**config.mk**
```make
export PLATFORM = sky130hd
export DESIGN_NAME = rht_ram
export DESIGN_NICKNAME = d
export VERILOG_FILES = /design/src/hw/rtl/rht_ram.sv
export SDC_FILE = /design/constraint.sdc
export NUM_CORES = 1
export LEC_CHECK = 0
export ABC_AREA = 1
export BUFFER_PORTS_ARGS = -buffer_cell sky130_fd_sc_hd__buf_2
export CORE_ASPECT_RATIO = 1.4
export CORE_MARGIN = 2
export CORE_UTILIZATION = 54
export CTS_CLUSTER_SIZE = 16
export DETAILED_ROUTE_END_ITERATION = 8
export GPL_ROUTABILITY_DRIVEN = 0
export GPL_TIMING_DRIVEN = 0
export PLACE_DENSITY = 0.8
export SLEW_MARGIN = 20
export SYNTH_ARGS = -nofsm -noshare
export SYNTH_HDL_FRONTEND = slang
export SYNTH_SLANG_ARGS = --single-unit
```
**constraint.sdc**
```tcl
create_clock -name clk_i -period 1.3 [get_ports clk_i]
set_input_delay 0 -clock clk_i [delete_from_list [all_inputs] [get_ports clk_i]]
set_output_delay 0 -clock clk_i [all_outputs]
set_load 0.02 [all_outputs]
```
**src/hw/rtl/rht_ram.sv**
```systemverilog
// rht_ram: generic single-port ram, one write or read per cycle,
// registered read data; no dependencies
`default_nettype none

module rht_ram #(
  parameter int unsigned WIDTH = 8,
  parameter int unsigned DEPTH = 16,
  localparam int unsigned AW = (DEPTH > 1) ? $clog2(DEPTH) : 1
) (
  input  wire logic             clk_i,
  input  wire logic             we_i,
  input  wire logic [AW-1:0]    addr_i,
  input  wire logic [WIDTH-1:0] wdata_i,
  output logic      [WIDTH-1:0] rdata_o
);

  logic [WIDTH-1:0] mem_q [DEPTH];
  logic [WIDTH-1:0] rdata_q;

  always_ff @(posedge clk_i) begin
    if (we_i) begin
      mem_q[addr_i] <= wdata_i;
    end
    rdata_q <= mem_q[addr_i];
  end

  assign rdata_o = rdata_q;

endmodule

`default_nettype wire

```
==> PnR_summary.wiki <==
{| class="wikitable"
! Metric !! Value
|-
| Most used routing layer || met2
|-
| Initial antenna violation count || 0
|-
| Fill cells || 776
|-
| Detailed Routing Iterations Pass 1 || 4
|-
| Maximum Capacitance Violations || 0
|-
| Number of H-tree levels || 4
|-
| Critical Path Fanout Max || 10
|-
| Met1 layer usage reported by global route || between 20 and 30%
|-
| Ratio of cells with drive above 1 in the final layout || around 14%
|-
| Remaining antenna violation count after routing || 0
|-
| Final Hold Fails || 0
|-
| Total power after layout || about 10 mW
|-
| Worst Clk Skew || 0.00466 ns
|-
| Synthesized net count || ~560
|-
| Chip width || approximately 90 um
|-
| Global routing met3 resource utilization || roughly 6.2%
|-
| Placed instance count || approximately 710
|-
| Die Y || around 120 um
|-
| R2r endpoint || rdata_o[7]
|-
| Kind of end point of the critical path || register
|-
| Max IR drop VDD || around 860 uV
|-
| Post-layout minimum cycle time || 1.31 ns
|-
| Number of library cell types mapped by synthesis || 11
|-
| Count of cells along the worst register-to-register path || 8
|-
| Post-layout nets || between 600 and 700
|-
| Met2 Use GR || roughly 40%
|-
| Total overflow reported by the global router || 0
|-
| Post-Synthesis Cell Area || roughly 5600 um^2
|-
| Number of instances in the synthesized netlist || approximately 550
|-
| Root Buffer Master || sky130_fd_sc_hd__clkbuf_16
|-
| Nature of the critical path startpoint || input pin
|-
| Status || complete, but fails checks
|-
| Clock latency reported for the late side of the worst-skew pair || between 0.4 and 0.5 ns
|-
| CTS sink cnt || between 100 and 150
|-
| Proportion of synthesized chip area in sequential cells || between 70% and 80%
|-
| Standard-cell row count || 44
|-
| Routed wire length per instance || roughly 17 um
|-
| Die area || 11,200 um^2
|-
| Critical path startpoint || addr_i[0]
|-
| Vias in the first global route || slightly below 4,000
|-
| Starting utilization of the core area || between 50% and 60%
|-
| Failing checks || setup timing
|-
| Maximum clock path buffer count || 2
|-
| Num ports || 22
|-
| Register bit total from synthesis || between 100 and 150
|-
| IO buf count || 20
|-
| Finish-stage setup viols || 47
|-
| Avg Cell Area, Syn || 10.2 um^2
|-
| Instance count along the most critical hold path || 1
|-
| Worst min-delay path category || input pin to register
|-
| Average via count per standard cell || 5.19
|-
| Clock-pin slew reported for the worst setup and hold paths after clock tree synthesis || around 0.060 ns
|-
| Post-detailed-routing wire length || 12,300 um
|-
| First-pass GRT wire length || around 19,000 um
|-
| Reg-to-reg setup timing slack || 0.29 ns
|-
| Number of max-slew violations in the final report || 0
|-
| Crit path required time || 1.36 ns
|-
| Last element of the critical path || mem_q[4][0]
|-
| Least-Margin Pin Slew || 0.574 ns
|-
| Final setup slack of the worst path || -0.0116 ns
|-
| Worst Path Arrival || about 1.4 ns
|-
| Period utilisation layout || 101%
|-
| Reg-to-Reg Start || mem_q[0][7]
|-
| Highest clock frequency the design can meet || 0.762 GHz
|-
| Area grow syn2layout || 16.6%
|-
| All-Layer GR Usage || 22.7%
|-
| Non-filler cells, final || approximately 740
|-
| Routed via count || 3,836
|-
| Yosys warns || 0
|-
| Max-slew headroom || roughly three fifths
|-
| Kind of critical path || input pin to register
|-
| LEAKAGE || between 2 and 3 nW
|-
| Pwr/cell area || 1550 nW/um^2
|-
| Unrepaired setup endpoints after global routing || true
|-
| Maximum number of pins on one net before global-route repair || 17
|-
| # DRC || 0
|-
| Standard cell core area || about 10,000 um^2
|-
| Number of DRC markers after the initial detailed-route iteration || ~300
|-
| Detailed Place HPWL || a little under 8000 um
|-
| Clock tree from TritonCTS || done
|-
| CTS Buf Count || 17
|-
| # diodes || 0
|}
[worst min path at each step]
stage | from | to | slack [ns]
2_1_floorplan | wdata_i[0] | mem_q[0][0] | 0.1
4_1_cts | wdata_i[3] | mem_q[0][3] | 0.0002
3_5_place_dp | rdata_o[6] | rdata_o[6] | 0.42
6_report | wdata_i[3] | mem_q[0][3] | 0.02
3_3_place_gp | rdata_o[2] | rdata_o[2] | 0.42
5_1_grt | wdata_i[5] | mem_q[14][5] | 0.01
[per-layer routing]
metal	vias to the layer above	part of all wire, %
met1	1796	38
met3	49	5.5
met4	0	4.6
met5	-	0
met2	157	52
li1	1834	-
[area by class of cell]
cell class / instances / area [um^2] / share of cell area (%)
buffer: 21 / 116 / 1.78
sequential: 136 / 4000 / 61.4
timing repair buffer: 21 / 110 / 1.69
clock inverter: 13 / 131 / 2.01
tap: 138 / 173 / 2.65
multi-input combinational: 368 / 1470 / 22.5
inverter: 23 / 86.3 / 1.32
clock buffer: 19 / 433 / 6.64
[cell usage after synthesis]
cell type / instances / share of area [%]
sky130_fd_sc_hd__buf_2: 12 / 1.1
sky130_fd_sc_hd__buf_4: 6 / 0.81
sky130_fd_sc_hd__clkbuf_1: 3 / 0.20
sky130_fd_sc_hd__clkinv_1: 1 / 0.067
sky130_fd_sc_hd__dfxtp_1: 8 / 2.9
sky130_fd_sc_hd__edfxtp_1: 128 / 69
sky130_fd_sc_hd__inv_1: 21 / 1.4
sky130_fd_sc_hd__inv_2: 1 / 0.067
sky130_fd_sc_hd__nand2_1: 346 / 23
sky130_fd_sc_hd__nand3_1: 4 / 0.36
sky130_fd_sc_hd__nor2_1: 18 / 1.2
[where the power goes]
part	switching, mW	total (mW)	leakage, nW	internal [mW]
Combinational	0.483	0.657	1.28	0.174
Sequential	0.0256	4.93	1.22	4.90
Clock	1.71	4.52	0.279	2.80
[cell usage in the layout (no fill, tap or decap)]
master and n:
sky130_fd_sc_hd__nand2_1 346, sky130_fd_sc_hd__edfxtp_1 128, sky130_fd_sc_hd__buf_2 32, sky130_fd_sc_hd__inv_1 21
sky130_fd_sc_hd__clkbuf_16 17, sky130_fd_sc_hd__nor2_2 10, sky130_fd_sc_hd__dfxtp_1 8, sky130_fd_sc_hd__buf_4 6
sky130_fd_sc_hd__nor2_4 6, sky130_fd_sc_hd__clkbuf_1 5, sky130_fd_sc_hd__clkinv_4 5, sky130_fd_sc_hd__clkinv_2 4
sky130_fd_sc_hd__clkinv_1 3, sky130_fd_sc_hd__nor2_1 2, sky130_fd_sc_hd__nand3_1 2, sky130_fd_sc_hd__nand3_2 2
sky130_fd_sc_hd__bufinv_16 2, sky130_fd_sc_hd__inv_2 1, sky130_fd_sc_hd__dlygate4sd3_1 1
[critical path, stage by stage]
cell and delay, ns:
sky130_fd_sc_hd__buf_2 0.12, sky130_fd_sc_hd__inv_2 0.06, sky130_fd_sc_hd__buf_4 0.17, sky130_fd_sc_hd__buf_2 0.24, sky130_fd_sc_hd__nand3_1 0.31, sky130_fd_sc_hd__nor2_2 0.46
[metrics by stage]
stage	worst slack [ns]	util [%]	TNS, ns	hold WS [ns]	instance area [um^2]
2_1_floorplan	-0.0772	-	-4.29	0.0989	5610
3_3_place_gp	-0.523	57.5	-51.05	0.416	5890
3_5_place_dp	-0.546	57.5	-57.33	0.416	5890
4_1_cts	-0.119	63.1	-5.79	0.000173	6460
5_1_grt	-0.0977	63.7	-5.70	0.0125	6520
6_report	-0.0116	63.7	-0.301	0.0183	6520
[cell families (layout without fill, tap and decap cells)]
logic type,Yosys count,count (layout),share of synthesized area (%)
AND/OR/NAND/NOR,368,368,24.8
flip-flops,136,136,71.6
buffers and inverters,44,97,3.62
[registers in the layout, indices dropped and copies added (netlist names)]
name,flops
mem_q,128
rdata_o,8
[repair_timing]
action                     CTS  global route
resized for setup            0            16
setup endpoints to repair   64           128
hold buffers                 1             0
cloned                       0             0
hold endpoints to repair    14             0
buffers inserted             0             0
No activity file was read; power rests on OpenSTA's default activity.
