## src/hw/rtl/rht_scan.sv

```systemverilog
// rht_scan: free-slot scan window, checks up to eight slots per cycle
// from a rotating base and returns the first free one; no dependencies
`default_nettype none

module rht_scan #(
  parameter int unsigned SLOTS = 256,
  localparam int unsigned IW = $clog2(SLOTS)
) (
  input  wire logic [SLOTS-1:0] used_i,
  input  wire logic [IW-1:0]    base_i,
  output logic                  found_o,
  output logic      [IW-1:0]    slot_o,
  output logic      [IW-1:0]    next_o
);

  localparam int unsigned LANES = (SLOTS < 8) ? SLOTS : 8;

  logic [IW:0] pos [LANES];
  logic [IW:0] nsum;

  always_comb begin
    for (int k = 0; k < LANES; k++) begin
      pos[k] = {1'b0, base_i} + (IW+1)'(k);
      if (pos[k] >= (IW+1)'(SLOTS)) begin
        pos[k] = pos[k] - (IW+1)'(SLOTS);
      end
    end
  end

  // lowest lane wins
  always_comb begin
    found_o = 1'b0;
    slot_o  = '0;
    for (int k = LANES - 1; k >= 0; k--) begin
      if (!used_i[pos[k][IW-1:0]]) begin
        found_o = 1'b1;
        slot_o  = pos[k][IW-1:0];
      end
    end
  end

  always_comb begin
    nsum = {1'b0, base_i} + (IW+1)'(LANES);
    if (nsum >= (IW+1)'(SLOTS)) begin
      nsum = nsum - (IW+1)'(SLOTS);
    end
    next_o = nsum[IW-1:0];
  end

endmodule

`default_nettype wire

```

## config.mk

```make
export PLATFORM = sky130hd
export DESIGN_NAME = rht_scan
export DESIGN_NICKNAME = d
export VERILOG_FILES = /design/src/hw/rtl/rht_scan.sv
export SDC_FILE = /design/constraint.sdc
export NUM_CORES = 1
export LEC_CHECK = 0
export BUFFER_PORTS_ARGS = -buffer_cell sky130_fd_sc_hd__buf_2
export CORE_MARGIN = 2
export CORE_UTILIZATION = 59
export DETAILED_ROUTE_END_ITERATION = 7
export PLACE_DENSITY = 0.89
export SYNTH_ARGS = -nofsm -noshare
export SYNTH_HDL_FRONTEND = slang
export SYNTH_SLANG_ARGS = --single-unit
```

## constraint.sdc

```tcl
create_clock -name vclk -period 6.85
set_input_delay 0.685 -clock vclk [all_inputs]
set_output_delay 0.685 -clock vclk [all_outputs]
set_load 0.02 [all_outputs]
```

==> flow_metrics.py, run 1 <==
metrics = {
    "floorplanning": {
        "dieArea_um2": 25000,
        "dieWidth_um": 158,
        "rows": 56,
        "core_area_um2": 23400,
        "start_util_pct": 59.8,
        "ios": 281,
        "die_h_um": 158,
    },
    "synth": {
        "ys_types": 94,
        "synth-compound-area-share_pct": 12.9,
        "yosys.area.top_type": "mux4_2",
        "ys_warn_count": 0,
        "avgSynthCellArea_um2": 11.2,
        "yosys.area_share.simple_pct": 12.0,
        "synthXorXnorAreaFrac_pct": 3.15,
        "synth_top_area_share_pct": 52.3,
        "yosys.area_share.adder_pct": 0.983,
        "yosysSeqAreaShare_pct": 0,
        "synth_top_family_by_area": "multiplexers",
        "synth_area_leaders": "mux4_2, mux2i_1, nand2_1",
        "syn_nets": 1520,
        "syn-cell-area_um2": 14000,
        "muxShareOfSynthArea_pct": 63.4,
        "synthCells": 1245,
    },
    "final_layout": {
        "seq_cells": 0,
        "seqCellArea_um2": 0,
        "final_cell_count_no_fill": 1772,
        "final_common_cell": "mux4_2",
        "drive_above_1_share_pct": 50.9,
        "final_cell_area_um2": 15600,
        "most-common-layout-cells": "mux4_2, buf_2, mux2i_1",
        "fin_util_pct": 66.5,
        "fillers": 1814,
        "nClkBuffers": 0,
        "syn2layout_area_growth_pct": 11.1,
        "diodes": 0,
        "nNetsFinal": 1730,
    },
    "global_route": {
        "grt_max_degree": 142,
        "overflow": 0,
        "grt_first_pass_wirelength_mm": 94.2,
        "grt_usage_pct": 51.9,
        "grt_pass1_vias": 14700,
        "antenna_found_initial": 3,
    },
    "setup_path": {
        "cp_data_required_time_ns": 6.16,
        "slowest_delay_ns": 1.10,
        "cp_slowest_cell": "xnor2_1",
        "endpoint_kind": "output pin",
        "cp.arrival_ns": 5.79,
        "start_kind": "primary input",
        "path_buf_inv": 4,
        "cp_top_family": "simple AND/OR/NAND/NOR gates",
        "path_max_fanout": 20,
        "path_class": "in2out",
        "crit_chain": "buf_2 -> buf_4 -> inv_2 -> ha_1 -> a21boi_4 -> xnor2_1 -> a21oi_1 -> nor4_1 -> nor4_1 -> a22oi_1 -> nand3_2 -> nor3_2 -> a211oi_1 -> o221ai_1 -> buf_2",
        "worstSetupStartpoint": "base_i[2]",
    },
    "timing": {
        "rsz0062_at_grt": "false",
        "tns_ns": 0,
        "finalHoldViolations": 0,
        "layout_min_cycle_time_ns": 6.48,
        "slew_headroom_pct": 7.67,
        "fin_crit_sh_pct": 94.5,
        "max_freq_mhz": 154,
        "timing.final.ws_setup_ns": 0.374,
        "slew_violations": 0,
        "tightest_slew_ns": 1.38,
        "hold_ws_ns": 1.72,
        "setup_viol": 0,
    },
    "placement": {
        "gp_congestion": 1.08,
        "dp.cells": 1772,
        "dpl.hpwl_mm": 51.7,
        "port_buffers": 281,
        "pre_cts_slack_ns": 0.771,
        "dpl_cell_area_um2": 15600,
    },
    "power": {
        "powerDensity_nw_per_um2": 120,
        "clockPowerShare_pct": 0,
        "p_switching_mw": 1.07,
        "leakagePower_nw": 5.82,
        "p_sw_share_pct": 57.4,
        "pwr-share-seq_pct": 0,
        "power_frac_comb_pct": 100.0,
        "ir_drop_v": 0.0000928,
        "intPower_uw": 793,
        "total_power_mw": 1.86,
    },
    "hold_path": {
        "hold_start": "base_i[1]",
        "hp-class": "in2out",
    },
    "run_status": {
        "outcome": "completed",
    },
    "drt": {
        "drtIter0Drc": 2552,
        "wl_per_cell_um": 37.1,
        "drc": 0,
        "first_pass_iters": 7,
        "wirelength_mm": 65.7,
        "via_per_inst": 8.72,
        "dr_total_vias": 15400,
        "detail-route-antenna-nets": 0,
    },
    "clocking": {
        "cts_resized": 0,
        "ctsHoldBuffers": 0,
        "post_cts_buffers": 0,
    },
    "flow_run": {
        "max-cap-violations": 0,
    },
}
==> final timing paths <==
check | to | depth (start not counted)
setup / recovery | slot_o[4] | 15
hold / removal | next_o[1] | 2
==> synthesized netlist by cell type (13+ instances only) <==
| cell | instances |
|---|---|
| a211oi_1 | 13 |
| a21oi_1 | 30 |
| a22oi_1 | 18 |
| a31oi_1 | 14 |
| and2_1 | 14 |
| buf_2 | 50 |
| buf_4 | 18 |
| buf_6 | 18 |
| clkbuf_1 | 36 |
| mux2i_1 | 111 |
| mux4_2 | 325 |
| nand2_1 | 106 |
| nand3_1 | 45 |
| nand4_1 | 20 |
| nor2_1 | 59 |
| nor3_1 | 29 |
| o21ai_0 | 23 |
| xnor2_1 | 29 |
| xor2_1 | 15 |
==> cell type report <==
| class | count | area [um2] | area share, % |
|---|---|---|---|
| inverter | 14 | 52.6 | 0.338 |
| tap | 319 | 399 | 2.57 |
| multi-input combinational | 1087 | 13100 | 84.0 |
| timing repair buffer | 352 | 2040 | 13.1 |
==> cell families after synthesis <==
logic type | Yosys count
compound gates | 232
xor+xnor | 46
fa+ha+maj | 11
buf+inv | 158
mux | 459
simple gates | 339
==> power by group through the flow <==
stage / Clock, mW / Combinational (mW) / Sequential [mW]
4_1_cts: 0 / 1.77 / 0
3_3_place_gp: 0 / 1.74 / 0
5_1_grt: 0 / 1.90 / 0
3_5_place_dp: 0 / 1.76 / 0
6_report: 0 / 1.86 / 0
2_1_floorplan: 0 / 1.17 / 0
==> layer usage <==
metal / vias to the layer above / track usage, % / wire length [um]
li1: 5844 / - / -
met1: 7459 / 66.6 / 21600
met3: 410 / 21.6 / 11100
met4: 6 / 26.3 / 4640
met5: - / 0.828 / 39
met2: 1724 / 75.8 / 28300
(Power assumes the default switching activity.)
==> run 2, diff against run 1 <==
--- a/config.mk
+++ b/config.mk
@@ -6,10 +6,12 @@
 export NUM_CORES = 1
 export LEC_CHECK = 0
 export BUFFER_PORTS_ARGS = -buffer_cell sky130_fd_sc_hd__buf_2
+export CELL_PAD_IN_SITES_DETAIL_PLACEMENT = 0
+export CELL_PAD_IN_SITES_GLOBAL_PLACEMENT = 1
 export CORE_MARGIN = 2
-export CORE_UTILIZATION = 59
+export CORE_UTILIZATION = 47
 export DETAILED_ROUTE_END_ITERATION = 7
-export PLACE_DENSITY = 0.89
+export PLACE_DENSITY = 0.9
 export SYNTH_ARGS = -nofsm -noshare
 export SYNTH_HDL_FRONTEND = slang
 export SYNTH_SLANG_ARGS = --single-unit
==> flow_metrics.py, run 2 (same netlist as run 1, synthesis figures left out) <==
metrics = {
    "hold_path": {
        "hp-class": "in2out",
    },
    "final_layout": {
        "syn2layout_area_growth_pct": 11.4,
        "nClkBuffers": 0,
        "fillers": 2627,
        "seq_cells": 0,
        "seqCellArea_um2": 0,
        "multi_input_area_um2": 13000,
        "nNetsFinal": 1731,
        "final_common_cell": "mux4_2",
        "most-common-layout-cells": "mux4_2, buf_2, mux2i_1",
        "drive_above_1_share_pct": 50.9,
        "final_cell_area_um2": 15600,
        "fin_util_pct": 52.9,
    },
    "floorplanning": {
        "core_area_um2": 29500,
        "ios": 281,
        "die_h_um": 177,
        "start_util_pct": 47.5,
        "dieWidth_um": 177,
        "rows": 63,
        "dieArea_um2": 31200,
    },
    "global_route": {
        "antenna_found_initial": 1,
        "grt_usage_pct": 38.8,
        "overflow": 0,
        "grt_pass1_vias": 14200,
        "grt_first_pass_wirelength_mm": 90.9,
        "grt_max_degree": 156,
    },
    "flow_run": {
        "max-cap-violations": 0,
    },
    "power": {
        "pwr-share-seq_pct": 0,
        "powerDensity_nw_per_um2": 117,
        "ir_drop_v": 0.0000551,
        "p_switching_mw": 1.03,
        "power_frac_comb_pct": 100.0,
        "leakagePower_nw": 5.80,
        "clockPowerShare_pct": 0,
        "p_sw_share_pct": 56.5,
        "intPower_uw": 791,
    },
    "drt": {
        "dr.max_layer_used": "met5",
        "detail-route-antenna-nets": 0,
        "route.met2.wl_mm": 26.9,
        "met1_length_mm": 20.5,
        "wl_per_cell_um": 33.4,
        "via_per_inst": 8.22,
        "wirelength_mm": 61.6,
        "first_pass_iters": 8,
        "wl_met3_mm": 9.87,
        "drc": 21,
        "drtIter0Drc": 3057,
        "dr_total_vias": 15200,
    },
    "clocking": {
        "post_cts_buffers": 0,
        "ctsHoldBuffers": 0,
        "cts_resized": 0,
    },
    "setup_path": {
        "path_class": "in2out",
        "cp_top_family": "buffers and inverters",
        "path_buf_inv": 5,
        "endpoint_kind": "output pin",
        "cp_data_required_time_ns": 6.16,
        "start_kind": "primary input",
        "cp.arrival_ns": 5.71,
        "slowest_delay_ns": 0.96,
        "crit_chain": "buf_2 -> buf_4 -> inv_2 -> ha_1 -> inv_2 -> mux4_2 -> a21oi_1 -> a22oi_1 -> a211oi_1 -> a32o_2 -> nor2_1 -> o21ai_0 -> a311oi_1 -> nor3_1 -> buf_2",
        "cp_slowest_cell": "ha_1",
        "path_max_fanout": 17,
    },
    "timing": {
        "slew_headroom_pct": 5.18,
        "tightest_slew_ns": 1.42,
        "rsz0062_at_grt": "false",
        "setup_viol": 0,
        "finalHoldViolations": 0,
        "max_freq_mhz": 156,
        "layout_min_cycle_time_ns": 6.40,
        "fin_crit_sh_pct": 93.4,
        "hold_ws_ns": 1.66,
        "slew_violations": 0,
        "tns_ns": 0,
    },
    "placement": {
        "port_buffers": 281,
        "dpl_cell_area_um2": 15600,
        "gp_congestion": 1.08,
        "dpl.hpwl_mm": 48.0,
    },
    "run_status": {
        "violations": "DRC",
        "outcome": "finished with violations",
    },
}
-- run 2: path summary, 6_finish.rpt --
kind                  slack [ns]  depth (start not counted)        end  startpoint
worst max-delay path        0.45                         15  slot_o[7]   base_i[2]
worst min-delay path        1.66                          2  next_o[1]   base_i[1]
-- run 2: per-stage QoR --
step	std cells	power (mW)	worst slack, ns
6_report	1845	1.82	0.453
3_3_place_gp	1844	1.72	0.691
4_1_cts	1844	1.75	0.679
3_5_place_dp	1844	1.74	0.670
2_1_floorplan	1245	1.17	1.01
5_1_grt	1845	1.88	0.289
-- run 2: power by group through the flow --
stage | registers, mW | clock network [mW] | logic [mW]
finish | 0 | 0.0000000195 | 1.82
global route | 0 | 0.0000000195 | 1.88
CTS | 0 | 0 | 1.75
detailed placement | 0 | 0 | 1.74
global placement | 0 | 0 | 1.72
floorplan | 0 | 0 | 1.17
-- run 2: area by class of cell --
class / count / area share [%]
Antenna cell: 1 / 0.0160
Inverter: 14 / 0.337
Multi-Input combinational cell: 1087 / 83.6
Timing Repair Buffer: 353 / 12.9
Tap cell: 390 / 3.13
-- run 2: layer usage --
layer  up-vias  global-route usage [%]
met4         2                    17.6
met1      7365                    52.1
met2      1615                    58.6
li1       5846                       -
met5         -                    1.92
met3       334                    10.5
